### config.mk
export PLATFORM = sky130hd
export DESIGN_NAME = dual_register_byte_hash_core_flat
export DESIGN_NICKNAME = d
export VERILOG_FILES = /design/src/rtl/core/drbh_pkg.sv /design/src/rtl/core/drbh_if.sv /design/src/rtl/core/dual_register_byte_hash_core.sv /design/src/rtl/core/drbh_mac.sv /design/src/flat_wrapper.sv
export SDC_FILE = /design/constraint.sdc
export NUM_CORES = 1
export LEC_CHECK = 0
export ABC_AREA = 1
export BUFFER_PORTS_ARGS = -buffer_cell sky130_fd_sc_hd__buf_2
export CAP_MARGIN = 20
export CORE_AREA = 2 2 195 197
export CTS_CLUSTER_DIAMETER = 120
export DETAILED_ROUTE_END_ITERATION = 10
export DIE_AREA = 0 0 197 199
export PLACE_DENSITY = 0.57
export SLEW_MARGIN = 15
export SYNTH_ARGS = -nofsm -noshare
export SYNTH_HDL_FRONTEND = slang
export SYNTH_HIERARCHICAL = 1
export SYNTH_SLANG_ARGS = --single-unit
export TNS_END_PERCENT = 30
### constraint.sdc
create_clock -name clk -period 7.5 [get_ports clk]
set_input_delay 0 -clock clk [delete_from_list [all_inputs] [get_ports clk]]
set_output_delay 0 -clock clk [all_outputs]
set_load 0.02 [all_outputs]
### src/rtl/core/drbh_pkg.sv
// ============================================================================
// drbh_pkg
// Shared widths, constants and types for the dual register byte hash core.
// ============================================================================
`default_nettype none

package drbh_pkg;

  localparam int unsigned HashW  = 24;
  localparam int unsigned ByteW  = 8;
  localparam int unsigned OutW   = 32;
  localparam int unsigned FoldSh = 12;

  localparam logic [HashW-1:0] HighInit = 24'h0045D9;
  localparam logic [HashW-1:0] LowInit  = 24'h002710;
  localparam logic [HashW-1:0] XorAdd   = 24'd17;
  localparam logic [ByteW-1:0] LowMult  = 8'd131;
  localparam logic [ByteW-1:0] HighMult = 8'd33;
  localparam logic [ByteW-1:0] LowFold  = 8'd17;

  typedef logic [HashW-1:0] word_t;
  typedef logic [ByteW-1:0] byte_t;
  typedef logic [OutW-1:0]  hash_t;

  // operands of the shared multiply-add unit: y = a * k + c (mod 2^24)
  typedef struct packed {
    word_t a;
    byte_t k;
    word_t c;
  } mac_op_t;

  // one-hot sequencer states
  typedef enum logic [5:0] {
    ST_IDLE  = 6'b000001,
    ST_STEP1 = 6'b000010,
    ST_STEP2 = 6'b000100,
    ST_STEP3 = 6'b001000,
    ST_STEP4 = 6'b010000,
    ST_EMIT  = 6'b100000
  } state_t;

endpackage

`default_nettype wire

### src/rtl/core/drbh_if.sv
// ============================================================================
// drbh_in_if / drbh_out_if
// Valid/ready channels for message bytes and hash results.
// ============================================================================
`default_nettype none

interface drbh_in_if;
  logic              valid;
  logic              ready;
  logic [7:0]        data_byte;
  logic              byte_present;
  logic              last;

  modport source (output valid, output data_byte, output byte_present, output last,
                  input ready);
  modport sink   (input valid, input data_byte, input byte_present, input last,
                  output ready);
endinterface

interface drbh_out_if;
  logic              valid;
  logic              ready;
  logic [31:0]       hash_value;

  modport source (output valid, output hash_value, input ready);
  modport sink   (input valid, input hash_value, output ready);
endinterface

`default_nettype wire

### src/rtl/core/dual_register_byte_hash_core.sv
// ============================================================================
// dual_register_byte_hash_core
// Byte-serial dual register hash with one shared multiply-add unit.
// ============================================================================
// A message arrives one byte per request on in_ch; a request with last set
// closes the message and yields one 32-bit hash on out_ch, after which the
// hash registers return to their start values. A request that carries a byte
// passes through the accept state and four update steps, all done by one
// 24x8 multiply-add unit in turn, so that unit sets the byte rate. A closing
// request adds an emit state, which waits while the previous result is still
// held in the output register. A request with neither byte nor last is taken
// in the idle state and has no effect. in_ch.ready is high only while idle.
`default_nettype none

module dual_register_byte_hash_core (
  input  wire         clk,
  input  wire         rst_n,
  drbh_in_if.sink     in_ch,
  drbh_out_if.source  out_ch
);
  import drbh_pkg::*;

  // sequencer
  state_t state_r, state_nxt;

  // hash state and the latched request
  word_t  high_r, high_nxt;
  word_t  low_r,  low_nxt;
  word_t  pos_r,  pos_nxt;
  byte_t  byte_r, byte_nxt;
  logic   last_r, last_nxt;

  // output register
  logic   out_valid_r, out_valid_nxt;
  hash_t  out_hash_r,  out_hash_nxt;

  mac_op_t mac_op;
  word_t   mac_y;
  logic    in_acc;
  logic    out_free;
  hash_t   fold;

  drbh_mac u_mac (
    .op (mac_op),
    .y  (mac_y)
  );

  assign in_ch.ready       = (state_r == ST_IDLE);
  assign in_acc            = in_ch.valid && in_ch.ready;
  assign out_ch.valid      = out_valid_r;
  assign out_ch.hash_value = out_hash_r;
  assign out_free          = !out_valid_r || out_ch.ready;

  // (high << 12) + low, truncated to 32 bits
  assign fold = {high_r[OutW-FoldSh-1:0], {FoldSh{1'b0}}} + {{(OutW-HashW){1'b0}}, low_r};

  // operand selection for the shared unit, one step per state
  always_comb begin
    mac_op = '{a: '0, k: '0, c: '0};
    case (state_r)
      ST_STEP1: mac_op = '{a: pos_r, k: byte_r, c: XorAdd};
      ST_STEP2: mac_op = '{a: {{(HashW-ByteW){1'b0}}, byte_r} + pos_r - word_t'(1),
                           k: LowMult, c: low_r};
      ST_STEP3: mac_op = '{a: high_r, k: HighMult, c: low_r};
      ST_STEP4: mac_op = '{a: low_r, k: LowFold, c: high_r};
      default:  mac_op = '{a: '0, k: '0, c: '0};
    endcase
  end

  always_comb begin
    state_nxt     = state_r;
    high_nxt      = high_r;
    low_nxt       = low_r;
    pos_nxt       = pos_r;
    byte_nxt      = byte_r;
    last_nxt      = last_r;
    out_valid_nxt = out_valid_r;
    out_hash_nxt  = out_hash_r;

    // result taken downstream
    if (out_valid_r && out_ch.ready) begin
      out_valid_nxt = 1'b0;
    end

    case (state_r)
      ST_IDLE: begin
        if (in_acc) begin
          byte_nxt = in_ch.data_byte;
          last_nxt = in_ch.last;
          if (in_ch.byte_present) begin
            // position now holds i, counted from one
            pos_nxt   = pos_r + word_t'(1);
            state_nxt = ST_STEP1;
          end else if (in_ch.last) begin
            state_nxt = ST_EMIT;
          end
        end
      end
      ST_STEP1: begin
        high_nxt  = high_r ^ mac_y;
        state_nxt = ST_STEP2;
      end
      ST_STEP2: begin
        low_nxt   = mac_y;
        state_nxt = ST_STEP3;
      end
      ST_STEP3: begin
        high_nxt  = mac_y;
        state_nxt = ST_STEP4;
      end
      ST_STEP4: begin
        low_nxt   = mac_y;
        state_nxt = last_r ? ST_EMIT : ST_IDLE;
      end
      ST_EMIT: begin
        // hold until the output register is free
        if (out_free) begin
          out_valid_nxt = 1'b1;
          out_hash_nxt  = fold;
          high_nxt      = HighInit;
          low_nxt       = LowInit;
          pos_nxt       = '0;
          state_nxt     = ST_IDLE;
        end
      end
      default: state_nxt = ST_IDLE;
    endcase
  end

  always_ff @(posedge clk) begin
    if (!rst_n) begin
      state_r     <= ST_IDLE;
      high_r      <= HighInit;
      low_r       <= LowInit;
      pos_r       <= '0;
      out_valid_r <= 1'b0;
    end else begin
      state_r     <= state_nxt;
      high_r      <= high_nxt;
      low_r       <= low_nxt;
      pos_r       <= pos_nxt;
      out_valid_r <= out_valid_nxt;
    end
  end

  always_ff @(posedge clk) begin
    byte_r     <= byte_nxt;
    last_r     <= last_nxt;
    out_hash_r <= out_hash_nxt;
  end

  // a byte request always starts the four-step update
  a_byte_starts: assert property (@(posedge clk) disable iff (!rst_n)
    in_acc && in_ch.byte_present |=> state_r == ST_STEP1)
    else $error("byte request did not start update");

  // an empty closing request goes straight to emit
  a_empty_close: assert property (@(posedge clk) disable iff (!rst_n)
    in_acc && !in_ch.byte_present && in_ch.last |=> state_r == ST_EMIT)
    else $error("empty closing request did not reach emit");

  // emitting a result puts the hash state back to its start values
  a_emit_clears: assert property (@(posedge clk) disable iff (!rst_n)
    state_r == ST_EMIT && out_free |=>
      high_r == HighInit && low_r == LowInit && pos_r == '0 && out_valid_r)
    else $error("emit did not clear hash state");

  // last update step leaves the sequencer only towards idle or emit
  a_step4_exit: assert property (@(posedge clk) disable iff (!rst_n)
    state_r == ST_STEP4 |=> state_r == ST_IDLE || state_r == ST_EMIT)
    else $error("bad exit from final update step");

endmodule

`default_nettype wire

### src/rtl/core/drbh_mac.sv
// ============================================================================
// drbh_mac
// Shared multiply-add unit, 24 by 8 bit product plus 24 bit addend, mod 2^24.
// ============================================================================
`default_nettype none

module drbh_mac (
  input  drbh_pkg::mac_op_t op,
  output drbh_pkg::word_t   y
);
  import drbh_pkg::*;

  logic [HashW+ByteW-1:0] prod;

  assign prod = {{ByteW{1'b0}}, op.a} * {{HashW{1'b0}}, op.k};
  assign y    = prod[HashW-1:0] + op.c;

endmodule

`default_nettype wire

### src/flat_wrapper.sv
// flat-port wrapper written by rule: the top's interface ports become plain ports
module dual_register_byte_hash_core_flat import drbh_pkg::*;
  (clk, rst_n, in_ch_valid, in_ch_data_byte, in_ch_byte_present, in_ch_last, in_ch_ready, out_ch_valid, out_ch_hash_value, out_ch_ready);
  drbh_in_if in_ch_i ();
  drbh_out_if out_ch_i ();
  input  wire clk;
  input  wire rst_n;
  input wire logic [$bits(in_ch_i.valid)-1:0] in_ch_valid;
  input wire logic [$bits(in_ch_i.data_byte)-1:0] in_ch_data_byte;
  input wire logic [$bits(in_ch_i.byte_present)-1:0] in_ch_byte_present;
  input wire logic [$bits(in_ch_i.last)-1:0] in_ch_last;
  output wire logic [$bits(in_ch_i.ready)-1:0] in_ch_ready;
  output wire logic [$bits(out_ch_i.valid)-1:0] out_ch_valid;
  output wire logic [$bits(out_ch_i.hash_value)-1:0] out_ch_hash_value;
  input wire logic [$bits(out_ch_i.ready)-1:0] out_ch_ready;
  assign in_ch_i.valid = in_ch_valid;
  assign in_ch_i.data_byte = in_ch_data_byte;
  assign in_ch_i.byte_present = in_ch_byte_present;
  assign in_ch_i.last = in_ch_last;
  assign in_ch_ready = in_ch_i.ready;
  assign out_ch_valid = out_ch_i.valid;
  assign out_ch_hash_value = out_ch_i.hash_value;
  assign out_ch_i.ready = out_ch_ready;
  dual_register_byte_hash_core u_core (.clk(clk), .rst_n(rst_n), .in_ch(in_ch_i), .out_ch(out_ch_i));
endmodule
* Word level (Yosys, flattened, before mapping) *
Cells that the tools add are included.

storage, ports and cells
  bits in registers = 120
  input bits = 14
  output and inout port bits = 34
  word-level logic and storage cells = 57

cells by class
  $add $sub $neg = 5
  multipliers = 1
  equal/unequal tests = 10
  muxes and demuxes = 18
  bitwise operators = 1
  reductions and logical operators = 14

operators with widths
  cell                                                                  number
  56-bit one-hot mux with 4 select lines                                1
  24-bit two-way mux                                                    5
  24-bit one-hot mux with 2 select lines                                2
  24-bit one-hot mux with 3 select lines                                1
  6-bit one-hot mux with 6 select lines                                 1
  32-bit by 24-bit adder with 32-bit output                             1
  6-bit two-way mux                                                     5
  24-bit by 1-bit adder with 24-bit output, second input constant       1
  24-bit adder                                                          1
  8-bit by 24-bit adder with 24-bit output                              1
  24-bit by 8-bit multiplier with 24-bit output                         1
  24-bit by 1-bit subtractor with 24-bit output, second input constant  1
  24-bit XOR                                                            1
  2-bit AND reduction                                                   4
  6-bit by 1-bit == test with 1-bit output, second input constant       1
  6-bit by 2-bit == test with 1-bit output, second input constant       1
  6-bit by 3-bit == test with 1-bit output, second input constant       1
  6-bit by 4-bit == test with 1-bit output, second input constant       1
  6-bit by 5-bit == test with 1-bit output, second input constant       1
  6-bit == test, second input constant                                  1
  2-bit inequality test, second input constant                          2
  4-bit AND reduction                                                   1
  2-bit nonzero test                                                    2
  1-bit two-way mux                                                     3
  8 further kinds                                                       9

* Depth between registers and ports, before layout *
  depth after elaboration = 7
  mapped depth = 40
  gate-level depth less buffers = 38

* Cells and area by module *
Netlist, hierarchy kept.

modules (own cells, without submodules)
  module                        instances  cells an instance  area each (um^2)  seq. area each (um^2)
  dual_register_byte_hash_core  1          1281               8739.6            2812.7
  drbh_mac                      1          895                6000.8            0.0

* Least setup slack after synthesis *
No wires, ideal clock.

  path type = flip-flop to flip-flop
  start = register u_core.pos_r[1]
  end = register u_core.high_r[23]
  library setup time = 0.118 ns
  arrival = 5.816 ns
  data required time = 7.382 ns
  path slack = 1.567 ns
  cell stages (with the launch flop) = 36
  buffers on the path = 1
  clock period less this slack = 5.933 ns
  path through = dfxtp_1 > inv_1 > ha_1 > inv_1 > ha_1 > fa_1 > nand3_1 > nand3_1 > nand2_1 > nand2_1 > nand2_1 > nand2_1 > nand2_1 > nand2_1 > o21ai_0 > clkbuf_1 > nand2_1 > fa_1 > inv_1 > fa_1 > fa_1 > inv_1 > fa_1 > inv_1 > ha_1 > a21oi_1 > a21boi_1 > nand2_1 > nand2_1 > nand2_1 > nor2_1 > nand3_1 > nand2_1 > o2111ai_1 > nand2_1 > nor2_1

RTL lines
  element                 RTL line                             text
  start, declared         dual_register_byte_hash_core.sv:29   word_t pos_r, pos_nxt;
  start signal, assigned  dual_register_byte_hash_core.sv:141  pos_r <= pos_nxt;
  end signal, assigned    dual_register_byte_hash_core.sv:133  high_r <= HighInit;
  end signal, assigned    dual_register_byte_hash_core.sv:139  high_r <= high_nxt;
  end, declared           dual_register_byte_hash_core.sv:27   word_t high_r, high_nxt;

==> key figures <==
Synth
  – Yosys top cell area share: 17.9%
  – Synth warn: 6
  – Sequential fraction of the synthesis area: around a fifth
  – Synthesis-stage register bit count: 120
  – Synth cell types: 44
  – Syn Inst Count: 2176
  – Largest cells by area after synthesis: fa_1 18%, nand2_1 15%, inv_1 13%, dfxtp_1 11%, edfxtp_1 8.4%
  – Post-synth top area cell: fa_1
  – Synth Cell Area: 14700 µm²
  – Post-synth EDFFs: between 40 and 50
  – Synth Net Count: around 2400
  – Async SR Flop Fraction: 0%
  – Dominant synthesized flop cell: dfxtp_1
  – Syn avg cell area: approximately 6.8 µm²

Timing
  – Final Critical Period: between 6 and 7 ns
  – Final hold violation count: 0
  – Fin. max-slew vios: 0
  – TNS Setup: 0 ns
  – Slew @ Worst Pin: about 1.0 ns
  – Hold slack final: 0.0465 ns
  – Final cycle utilization of the critical path: between 90% and 100%
  – Clock skew: 0.0106 ns
  – RSZ-0062 raised after global routing: false
  – Max Clk Rate: approximately 140 MHz
  – Final setup violation count: 0
  – Slew HR: around a third

Pwr
  – Static Leakage: a little under 9 nW
  – Total power: about 1.8 mW
  – Power density cells: ~110 nW/µm²
  – Maximum vdd drop: 0.165 mV

Global routing
  – Total GRT Usage: between 20% and 30%
  – Initial antenna violation count: 1
  – First-pass GRT wire length: ~75000 µm
  – GRT overflow: 0
  – Number of global-route vias before repair: about 14000
  – Largest net degree at the start of global routing: 51

Placed design
  – Final GP Congestion: 0.924
  – DP Wirelength: 38200 µm
  – Buffers on Ports: between 40 and 50

Cells and area
  – Multi-input logic area: around 9600 µm²
  – Layout cells sized above 1: under 10%
  – Final net count: about 2400
  – Fill count: around 3900
  – Area grow syn2layout: 9.71%
  – Register Area: between 2000 and 3000 µm²

Drt
  – TritonRoute pass-1 iters: 6
  – # DRC: 0
  – Detailed Route WL: roughly 48000 µm
  – Drt via density: approximately 5.2
  – Drt first-iter violations: ~1200
  – Antenna Nets Post-Route: 0
  – Vias: 14000
  – Post-DR wirelength/cell: 17.9 µm

Min path
  – Startpoint of the worst hold path: rst_n
  – Hold Path Depth: 2
  – Hold path endpoint: u_core/high_r[3]$_SDFFE_PN1P_
  – Hold crit path type: in -> reg

Worst setup path
  – Reg-to-reg endpoint: u_core/high_r[21]$_SDFFE_PN0P_
  – Critical path depth: 34
  – Crit path from: u_core/pos_r[1]$_SDFFE_PN0P_
  – Buf+Inv Stages, Crit Path: 7
  – Critical path type: reg -> reg
  – Slowest stage delay, CP: approximately 0.54 ns
  – Critical Path Start Type: flop
  – RR Startpoint: u_core/pos_r[1]$_SDFFE_PN0P_
  – Max stage delay cell, worst path: fa_1
  – Top Family by Delay on Critical Path: adder cells
  – CP required: around 7.8 ns
  – CP Max Fanout: 8
  – R2R depth: 34
  – Crit. End Element: flop
  – Critical path arrival: around 7.3 ns
  – CP most frequent cell: nand2_1
  – R2R setup slack: between 0.5 and 0.6 ns

CTS
  – Total setup buffers inserted after CTS: 0
  – Worst-Skew Late Latency: ~0.43 ns
  – Clock transition at the registers of the reported paths: around 0.07 ns
  – CTS sink cnt: 120
  – Cts bufs inserted: 17
  – Clk root buf: clkbuf_16
  – CTS tree: done
  – Clk buf depth: 2
  – H-tree lvl count: 4

Floorplanning
  – Die X: approximately 200 µm
  – Initial Util: 39.7%
  – Rows: 71
  – Io pins: 48
  – Full die area: 39200 µm²
  – Area of the core: between 30000 and 40000 µm²
  – Die H: between 150 and 200 µm

Job
  – Number of max-cap violations: 0

Run status
  – Status: complete, no violations
-- per-layer routing --
metal | vias to the layer above | GRT usage (%) | wire length [µm]
li1 | 6770 | - | -
met1 | 6736 | 33.2 | 21300
met2 | 432 | 41.7 | 22300
met3 | 80 | 3.42 | 2620
met4 | 2 | 9.52 | 1820
met5 | - | 0 | 9
-- kinds of logic (layout without fill, tap and decap cells) --
group | Yosys count | count (layout) | synth area share, %
other | 0 | 1 | 0
buffers and inverters | 610 | 651 | 16.1
xor gates and xnor gates | 38 | 38 | 2.26
AOI/OAI and AO/OA | 281 | 281 | 11.0
DFF | 120 | 120 | 19.1
and+or+nand+nor | 905 | 905 | 25.9
adders and majority gates | 222 | 222 | 25.6
-- per-stage QoR --
step           util, %  cell area, µm²  setup slack [ns]  cells
6_report          43.6           16200             0.525   2692
5_1_grt           43.5           16200            0.0744   2691
4_1_cts           43.4           16100             0.368   2689
3_5_place_dp      41.5           15400             0.397   2645
3_3_place_gp      41.5           15400             0.281   2645
2_1_floorplan        -           14700              1.57   2176
-- cell type report --
type / count / area share (%)
Inverter: 525 / 12.2
Timing Repair Buffer: 94 / 3.95
Antenna cell: 1 / 0.0155
Clock buffer: 19 / 2.94
Multi-Input combinational cell: 1446 / 59.2
Clock inverter: 13 / 0.650
Tap cell: 474 / 3.67
Sequential cell: 120 / 17.4
-- cell usage in the layout, fill, tap and decap left out, types with 4 or more instances in the layout --
master,netlist,layout
nand2_1,572,572
nor2_4,4,4
o21ai_0,69,65
nand3_1,127,125
inv_2,11,11
buf_2,25,47
dfxtp_1,79,79
nand4_1,39,39
nor3_1,13,13
nand2_2,16,16
clkbuf_16,0,19
nor2_2,6,6
ha_1,90,90
edfxtp_1,41,41
o221ai_1,4,4
o22ai_1,35,35
dlygate4sd3_1,0,12
a21oi_2,10,10
a21oi_1,124,124
o2111ai_1,14,14
xor2_1,29,28
buf_4,5,34
nand3b_1,7,7
nor2_1,114,114
fa_1,132,132
a32oi_1,8,8
o21ai_1,5,9
xnor2_1,9,8
inv_1,513,513
-- state kept, by name (all words and copies together) (netlist names) --
| signal | flops |
|---|---|
| u_core/low_r | 24 |
| u_core/high_r | 24 |
| u_core/state_r | 6 |
| u_core/pos_r | 24 |
| u_core/out_ch.valid | 1 |
| u_core/last_r | 1 |
| u_core/byte_r | 8 |
| u_core/out_ch.hash_value | 32 |
-- worst register-to-register path, delay by kind of cell, from the launching register on --
family	cells	cell delay, ns
flip-flops	1	0.36
AND/OR/NAND/NOR	15	1.71
AO/OA/AOI/OAI	3	0.48
adder cells (fa/ha/maj)	8	3.37
XOR/XNOR	1	0.33
buffers and inverters	7	0.61
-- power breakdown --
| part | switching, mW | total, mW | internal, mW |
|---|---|---|---|
| registers | 0.00830 | 0.695 | 0.687 |
| clock network | 0.348 | 0.818 | 0.470 |
| logic | 0.185 | 0.258 | 0.0731 |
| total | 0.542 | 1.77 | 1.23 |
-- Yosys cell counts, drive strengths merged, types with 9 or more instances --
cell type,count
a21oi,134
buf,38
clkbuf,47
dfxtp,79
edfxtp,41
fa,132
ha,90
inv,524
nand2,590
nand3,128
nand4,39
nor2,124
nor3,15
o2111ai,14
o21ai,74
o22ai,35
xnor2,9
xor2,29
-- worst max path at each step --
stage / endpoint / slack [ns]
finish: u_core/high_r[21]$_SDFFE_PN0P_ / 0.52
floorplan: u_core/high_r[23]$_SDFFE_PN0P_ / 1.57
global route: u_core/high_r[22]$_SDFFE_PN0P_ / 0.07
global placement: u_core/high_r[22]$_SDFFE_PN0P_ / 0.28
CTS: u_core/high_r[15]$_SDFFE_PN0P_ / 0.37
detailed placement: u_core/high_r[15]$_SDFFE_PN0P_ / 0.40
-- repair_timing --
| item | in CTS | in global routing |
|---|---|---|
| hold buffers | 12 | 0 |
| endpoints found under the setup margin | 0 | 4 |
| gates resized for setup | 0 | 3 |
| endpoints found under the hold margin | 11 | 0 |
(Power assumes the default switching activity.)
